[config.mk]
export PLATFORM = sky130hd
export DESIGN_NAME = lph_queue
export DESIGN_NICKNAME = d
export VERILOG_FILES = /design/src/hw/rtl/lph_pkg.sv /design/src/hw/rtl/lph_queue.sv
export SDC_FILE = /design/constraint.sdc
export NUM_CORES = 1
export LEC_CHECK = 0
export BUFFER_PORTS_ARGS = -buffer_cell sky130_fd_sc_hd__buf_2
export CORE_MARGIN = 1
export CORE_UTILIZATION = 40
export DETAILED_ROUTE_END_ITERATION = 8
export PLACE_DENSITY = 0.65
export REMOVE_ABC_BUFFERS = 1
export SLEW_MARGIN = 20
export SYNTH_ARGS = -nofsm -noshare
export SYNTH_HDL_FRONTEND = slang
export SYNTH_SLANG_ARGS = --single-unit
[constraint.sdc]
create_clock -name clk -period 17 [get_ports clk]
set_input_delay 3.4 -clock clk [delete_from_list [all_inputs] [get_ports clk]]
set_output_delay 3.4 -clock clk [all_outputs]
set_load 0.01 [all_outputs]
[src/hw/rtl/lph_pkg.sv]
// Shared types and constants for the linear probing hash table.
// No dependencies.
package lph_pkg;
  localparam int unsigned SLOTS_DEF        = 1024;
  localparam int unsigned PAYLOAD_BITS_DEF = 64;
  localparam int unsigned CFG_W            = 11;
  localparam int unsigned KEY_W            = 32;
  localparam int unsigned HASH_MULT        = 31;
  localparam int unsigned QUEUE_DEPTH      = 2;

  localparam logic [CFG_W-1:0] CAP_RESET   = 11'd1024;
  localparam logic [CFG_W-1:0] LIMIT_RESET = 11'd768;

  localparam logic CFG_CAPACITY = 1'b0;
  localparam logic CFG_LIMIT    = 1'b1;

  localparam logic OP_INSERT = 1'b0;
  localparam logic OP_LOOKUP = 1'b1;

  localparam logic [2:0] ST_INSERTED  = 3'd0;
  localparam logic [2:0] ST_UPDATED   = 3'd1;
  localparam logic [2:0] ST_FOUND     = 3'd2;
  localparam logic [2:0] ST_NOT_FOUND = 3'd3;
  localparam logic [2:0] ST_FULL      = 3'd4;

  typedef enum logic [1:0] {
    FE_IDLE,
    FE_HASH,
    FE_PUSH
  } fe_state_t;

  typedef enum logic [2:0] {
    BE_CLEAR,
    BE_IDLE,
    BE_READ,
    BE_CHECK,
    BE_DONE
  } be_state_t;
endpackage

[src/hw/rtl/lph_queue.sv]
// Short command queue between hash front end and probe back end.
// Depends on lph_pkg.
module lph_queue import lph_pkg::*; #(
  parameter int unsigned SLOTS        = SLOTS_DEF,
  parameter int unsigned PAYLOAD_BITS = PAYLOAD_BITS_DEF,
  localparam int unsigned IDX_W       = $clog2(SLOTS),
  localparam int unsigned W           = 1 + KEY_W + PAYLOAD_BITS + IDX_W
) (
  input  logic         clk,
  input  logic         rst_n,
  input  logic         push,
  input  logic [W-1:0] wdata,
  output logic         full,
  input  logic         pop,
  output logic [W-1:0] rdata,
  output logic         empty
);
  logic [W-1:0] mem_r [QUEUE_DEPTH];
  logic         wp_r, rp_r;
  logic [1:0]   cnt_r;

  always_ff @(posedge clk) begin
    if (!rst_n) begin
      wp_r  <= 1'b0;
      rp_r  <= 1'b0;
      cnt_r <= '0;
    end else begin
      if (push) wp_r <= ~wp_r;
      if (pop)  rp_r <= ~rp_r;
      cnt_r <= cnt_r + {1'b0, push} - {1'b0, pop};
    end
  end

  always_ff @(posedge clk) begin
    if (push) mem_r[wp_r] <= wdata;
  end

  assign rdata = mem_r[rp_r];
  assign full  = (cnt_r == 2'(QUEUE_DEPTH));
  assign empty = (cnt_r == 2'd0);
endmodule

* After elaboration in Yosys (flattened, before gate mapping)
Memories as Yosys holds them, arrays and structs flattened. A register that Yosys moved wholly into a read port is not among the register bits.
Index checks and enable logic that the tools add are counted.
** Word-level totals
- Input bits :: 111
- Bits in writable memories :: 214
- Word-level logic and storage cells :: 14
- Output and inout port bits :: 109
- Memories kept :: 1
- Flip-flop bits (word level) :: 4
** Memories
- mem_r :: words 2, bits a word 107, rd ports 1, clocked after Yosys merged registers in 1, wr ports 1, line lph_queue.sv:18 : logic [W-1:0] mem_r [QUEUE_DEPTH];
** Cells by class
- Bitwise gates (word level) :: 2
- Muxes and demuxes :: 4
- $add $sub $neg :: 2
- Equal/unequal tests :: 1
- Reduce and logical (&&, ||, !) cells :: 1
** Operators by type and width (number)
- 1-bit two-way mux :: 4
- 2-bit by 1-bit adder with 2-bit output :: 1
- 2-bit equality test, second input constant :: 1
- 2-bit logical NOT :: 1
- 1-bit inverter :: 2
- 2-bit by 1-bit subtractor with 2-bit output :: 1

* Depth between registers and ports, before layout
Gate-level depths: netlist (run 1).
- Depth after elaboration :: 3
- Depth in mapped cells :: 6
- Mapped depth without buffers :: 6

* Worst setup path before layout (run 1)
OpenSTA, ideal clock, no wires.
- Path kind :: input to register
- From :: input push
- To :: memory mem_r[0][0] (netlist bit), enable pin
- Path slack :: 8.331 ns
- Library setup time :: 0.587 ns
- Data required time :: 16.413 ns
- Buffers on the path :: 0
- Cell stages on the path :: 1
- Arrival :: 8.082 ns
- Cells stage by stage :: nor2b_1
** On the way
- Word-level cells in the longest chain between the ends :: 2
** Ends and longest elaborated chain
- from (decl) :: line lph_queue.sv:11 : input logic push,
- 1-bit two-way mux :: line lph_queue.sv:35 : if (push) mem_r[wp_r] <= wdata;
- 1-bit two-way mux (implied by the code) :: line lph_queue.sv:35
- to (decl) :: line lph_queue.sv:18
No other way between the ends.

==> metrics.txt, run 1 <==
complex-gate fraction of the synthesized area=0.0931%; Final Cell Area=0.0102 mm^2; CORE AREA=0.0196 mm^2; WS Path Type=reg2out; CP startpoint kind=register; clk root buf=clkbuf_16; Int Pwr=974 uW; Cells after Synth=354; # nets final=702; CTS resizes=0; Gate power share=9.9%; number of DRC markers in iteration 0=161; share of the synthesized area in the top cell type=79.7%; share of cells above drive strength 1=60.3%; Mean Syn Cell Area=22.8 um^2; I/O pin cnt=220; r2r worst-path depth=3; clock buffer depth=3; fillers=1649; top cell family by delay on the critical path=buffers and inverters; GRT Residual Overflow=0; Critical Path Fanout Max=57; MaxCap Viol Count=0; die area=0.0207 mm^2; critical path, cell by cell=buf_4, mux2_2, buf_2; Slowest Stage Delay on Critical Path=830 ps; Post-Synth Adder-Cell Area=0.310%; Synth warnings=0; placed cell area=0.00944 mm^2; final clock skew=10.1 ps; endpoints failing hold=0; Synth Register Bits=219; Placer Congestion=0.695; Port Buffers=219; net switching fraction of the power=20.9%; CTS tree=done; clock latency on the worst-skew pair=490 ps; HPWL after DPL=9.31 mm; Worst slew margin=43.1%; WHS=589 ps; First-pass DRT Iterations=4; Synth area leaders=edfxtp_1, mux2_2, mux2_4; status=finished, final reports clean; Synth area leader=edfxtp_1; RR Endpoint=mem_r[0][15]; clk sinks=219; DRC Markers=0; Synth Area in Simple Gates=0.667%; first-pass GRT wire length=21.3 mm; WP data required=13600 ps; largest family of logic cells by synthesized area=multiplexers; drt total wl=14.5 mm; share of power burned in registers=51.7%; CTS clk-pin slew, worst paths=60 ps; antenna violations before repair=5; Post-Synth XOR/XNOR Area=0.388%; CP Buf/Inv Count=2; unrepaired setup endpoints after global routing=false; Global Route Usage Sum=13.4%; min cycle time layout=6140 ps; Levels on crit path=3; crit path max-delay cell type=dfxtp_4; Crit. End Element=output pin; Worst R2R Start=wp_r; Max Fclk=0.163 GHz; total power=1.23 mW; row count=51; Power Density=121 mW/mm^2; clock power share=38.5%; reg2reg setup slack=14790 ps; sequential area share after synthesis=81.0%; CTS Buf Count=22; Routed Antenna Nets=0; largest net degree at the start of global routing=58; Reg area=0.00653 mm^2; Slew @ Worst Pin=853 ps; vias in the first global route=4263; Final Max Tran Viols=0; mux contribution to synthesized area=16.3%; P_sw=257 uW; hold crit path type=reg2reg; DR vias=4049; wire length per cell=16.6 um; Synth Cell Area=0.00806 mm^2; Multi-input gate area=0.00145 mm^2; Via density=4.64; cts hold-fix bufs=0; Initial Util=41.1%; VDD IR max=0.0794 mV; CTS H-tree lvls=1; final core utilization=51.9%; post-CTS setup buffers=0; die height=144 um; Final Cycle Share=36.1%; worst setup path end=rdata[50]; WP data arrival=2740 ps; P_leak=3.87 nW; Yosys cell types=14; final total negative setup slack=0 ps; setup violators final=0; synthesis-to-layout area growth=26.2%; die width=144 um
-- placed cells by master (no fill, tap or decap), types with 3 or more instances in the layout --
cell type / instances
mux2_4: 30
clkinv_2: 4
nor2b_1: 3
diode_2: 3
dfxtp_1: 4
buf_4: 4
mux2_2: 77
buf_2: 219
clkbuf_16: 23
clkbuf_1: 7
edfxtp_1: 214
and2_1: 3
-- metrics by stage --
stage          worst slack, ps  std cells
2_1_floorplan             8330        342
3_3_place_gp             11350        830
3_5_place_dp             11300        830
4_1_cts                  10760        870
5_1_grt                  10690        871
6_report                 10860        873
-- power groups by stage --
stage          combinational (mW)  sequential (mW)  clock, mW
6_report                    0.121            0.636      0.474
4_1_cts                     0.124            0.637      0.488
3_5_place_dp                0.124            0.648          0
5_1_grt                     0.132            0.639      0.510
3_3_place_gp                0.121            0.647          0
2_1_floorplan              0.0707            0.652          0
-- worst min-delay path, cell delays in order, from the launching register on --
cell and delay [ps]:
dfxtp_1 330, xor2_1 80, and2_1 140
-- Yosys cell counts (all sizes together) --
master    n
nor2b     4
xor2      1
ha        2
edfxtp  214
buf      12
inv       2
and2      4
xnor3     1
o21a      1
nor2      1
mux2    107
dfxtp     5
-- flip-flops by register name (all words and copies together) (netlist names), named ones only --
register / flops
mem_r: 214
cnt_r: 2
rp_r: 1
wp_r: 1
-- per-layer routing --
metal	vias up	share of wire, %	track usage [%]
li1	1881	-	-
met1	1990	39	15.3
met2	152	49	23.2
met3	24	9.8	5.33
met4	2	1.7	3.70
met5	-	0.090	0
-- layout make-up --
type / count / area share [%]
clock inverter: 8 / 0.910
antenna: 3 / 0.0738
multi-input combinational: 121 / 14.2
clock buffer: 32 / 6.19
inverter: 2 / 0.0738
timing repair buffer: 223 / 11.1
sequential: 219 / 64.2
tap: 265 / 3.26
-- worst min-delay path by stage --
stage | slack [ps] | startpoint | cells past startpoint | to
5_1_grt | 630 | rp_r | 2 | register
4_1_cts | 590 | rp_r | 2 | register
6_report | 590 | rp_r | 2 | register
2_1_floorplan | 550 | rp_r | 2 | register
3_5_place_dp | 580 | rp_r | 2 | register
3_3_place_gp | 570 | rp_r | 2 | register
-- kinds of logic after synthesis --
| group | count (synthesis) |
|---|---|
| muxes | 107 |
| DFF | 219 |
| adders and majority gates | 2 |
| xor gates and xnor gates | 2 |
| buffers and inverters | 14 |
| and+or+nand+nor | 9 |
| AOI/OAI and AO/OA | 1 |
(Power assumes the default switching activity.)
==> inputs of run 2 (changes only) <==
--- a/config.mk
+++ b/config.mk
@@ -9,7 +9,7 @@
 export CORE_MARGIN = 1
 export CORE_UTILIZATION = 40
 export DETAILED_ROUTE_END_ITERATION = 8
-export PLACE_DENSITY = 0.65
+export PLACE_DENSITY = 0.67
 export REMOVE_ABC_BUFFERS = 1
 export SLEW_MARGIN = 20
 export SYNTH_ARGS = -nofsm -noshare
==> constraint.sdc (replaced) <==
create_clock -name clk -period 5.5 [get_ports clk]
set_input_delay 1.1 -clock clk [delete_from_list [all_inputs] [get_ports clk]]
set_output_delay 1.1 -clock clk [all_outputs]
set_load 0.01 [all_outputs]
==> metrics.txt, run 2 (synthesis results as in run 1) <==
die area=0.0207 mm^2 (unchanged); Routed Antenna Nets=0 (unchanged); number of DRC markers in iteration 0=144 (was 161); die width=144 um (unchanged); Critical Path Fanout Max=71 (was 57); Reg with most FFs=mem_r (unchanged); endpoints failing hold=0 (unchanged); final clock skew=17.6 ps (was 10.1 ps); antenna violations before repair=1 (was 5); crit path max-delay cell type=dfxtp_4 (unchanged); max reg flops=214 (unchanged); synthesis-to-layout area growth=25.6% (was 26.2%); post-CTS setup buffers=0 (unchanged); clock power share=37.1% (was 38.5%); share of cells above drive strength 1=59.6% (was 60.3%); Final Cell Area=0.0101 mm^2 (was 0.0102 mm^2); Int Pwr=2.93 mW (was 974 uW); placed cell area=0.00946 mm^2 (was 0.00944 mm^2); First-pass DRT Iterations=4 (unchanged); HPWL after DPL=9.49 mm (was 9.31 mm); reg2reg setup slack=3890 ps (was 14790 ps); critical path, cell by cell=buf_4, mux2_2, buf_2 (unchanged); DRC Markers=0 (unchanged); commonest non-fill, non-tap cells in the layout=buf_2, edfxtp_1, mux2_2 (unchanged); row count=51 (unchanged); WP data required=4400 ps (was 13600 ps); final total negative setup slack=0 ps (unchanged); Slowest Stage Delay on Critical Path=1050 ps (was 830 ps); Worst slew margin=29.7% (was 43.1%); CORE AREA=0.0196 mm^2 (unchanged); largest net degree at the start of global routing=72 (was 58); CTS Buf Count=23 (was 22); setup violators final=0 (unchanged); Initial Util=41.1% (unchanged); RR Endpoint=mem_r[1][9] (was mem_r[0][15]); clk root buf=clkbuf_16 (unchanged); final core utilization=51.7% (was 51.9%); GRT Residual Overflow=0 (unchanged); Slew @ Worst Pin=1050 ps (was 853 ps); MaxCap Viol Count=0 (unchanged); CP startpoint kind=register (unchanged); hold path cells=2 (unchanged); share of power burned in registers=52.9% (was 51.7%); clk sinks=219 (unchanged); Power Density=368 mW/mm^2 (was 121 mW/mm^2); Port Buffers=219 (unchanged); hold crit path type=reg2reg (unchanged); Placer Congestion=0.696 (was 0.695); Final Cycle Share=66.6%; Global Route Usage Sum=14.0% (was 13.4%); Max Fclk=0.273 GHz; wire length per cell=16.9 um (was 16.6 um); clock buffer depth=3 (unchanged); status=finished, final reports clean (unchanged); top cell family by delay on the critical path=flip-flops (was buffers and inverters); VDD IR max=0.239 mV (was 0.0794 mV); Gate power share=9.9% (about the same); clock latency on the worst-skew pair=500 ps (was 490 ps); drt total wl=14.8 mm (was 14.5 mm); CTS tree=done (unchanged); DR vias=4019 (was 4049); unrepaired setup endpoints after global routing=false (unchanged); CP Buf/Inv Count=2 (unchanged); CTS resizes=0 (unchanged); # diodes=0 (was 3); P_sw=796 uW (was 257 uW); min cycle time layout=3660 ps; fillers=1625 (was 1649); first-pass GRT wire length=22.1 mm (was 21.3 mm); Worst R2R Start=wp_r (unchanged); Crit. End Element=output pin (unchanged); cts hold-fix bufs=0 (unchanged); CTS H-tree lvls=1 (unchanged); Final Max Tran Viols=0 (unchanged); # nets final=705 (was 702); Via density=4.61 (was 4.64); commonest non-fill, non-tap cell in the layout=buf_2 (unchanged); Largest regs=mem_r x214, cnt_r x2 (unchanged); min-delay src=rp_r (unchanged); P_leak=3.85 nW (was 3.87 nW); CTS clk-pin slew, worst paths=60 ps (about the same); I/O pin cnt=220 (unchanged); r2r worst-path depth=2 (was 3); die height=144 um (unchanged); vias in the first global route=4323 (was 4263); WS Path Type=reg2out (unchanged); net switching fraction of the power=21.3% (was 20.9%); Non-Filler Instances=871 (was 873); WP data arrival=2560 ps (was 2740 ps); placed cells=832 (was 830)
run 2: changes by cell type in the layout (fill, tap and decap cells not counted), sizes merged:
cell    previous run  this run
clkbuf            32        36
clkinv             6         3
diode              3         0
buf              223       225
bufinv             2         0
run 2: layer usage:
| metal | up-vias | routed length, um | track usage [%] |
|---|---|---|---|
| met1 | 1967 | 5850 | 15.9 |
| met5 | - | 17 | 0 |
| met3 | 31 | 1210 | 4.67 |
| met2 | 146 | 7300 | 24.5 |
| li1 | 1873 | - | - |
| met4 | 2 | 376 | 4.54 |
run 2: worst max path at each step:
| stage | to | depth (start not counted) |
|---|---|---|
| after global placement | rdata[36] | 3 |
| final | rdata[36] | 3 |
| after detailed placement | rdata[36] | 3 |
| after CTS | rdata[36] | 3 |
| after floorplan | mem_r[0][0] | 1 |
| after global routing | rdata[36] | 3 |
run 2: per-stage QoR:
| step | setup slack, ps | hold slack (ps) | total power [mW] |
|---|---|---|---|
| finish | 1840 | 582 | 3.73 |
| detailed placement | 2320 | 571 | 2.39 |
| floorplan | -869 | 555 | 2.23 |
| CTS | 1770 | 589 | 3.77 |
| global placement | 2370 | 557 | 2.37 |
| global route | 1670 | 627 | 3.87 |
run 2: power by group through the flow:
stage	clock network, mW	registers [mW]	logic (mW)
2_1_floorplan	0	2.01	0.218
3_3_place_gp	0	2.01	0.367
3_5_place_dp	0	2.01	0.375
4_1_cts	1.42	1.98	0.378
5_1_grt	1.48	1.98	0.404
6_report	1.38	1.97	0.371
run 2: worst register-to-register path, cell delays in order (launching register included):
cell and delay, ps:
dfxtp_1 390, and2_4 160, buf_4 590
run 2: final cells by class:
| type | instances | area (um^2) | share of cell area [%] |
|---|---|---|---|
| flip-flops and latches | 219 | 6530 | 64.5 |
| multi-input cells | 121 | 1450 | 14.3 |
| repair buffers | 225 | 1140 | 11.3 |
| clock inverters | 3 | 11.3 | 0.111 |
| well taps | 265 | 332 | 3.28 |
| inverters | 2 | 7.51 | 0.0742 |
| clock buffers | 36 | 654 | 6.47 |
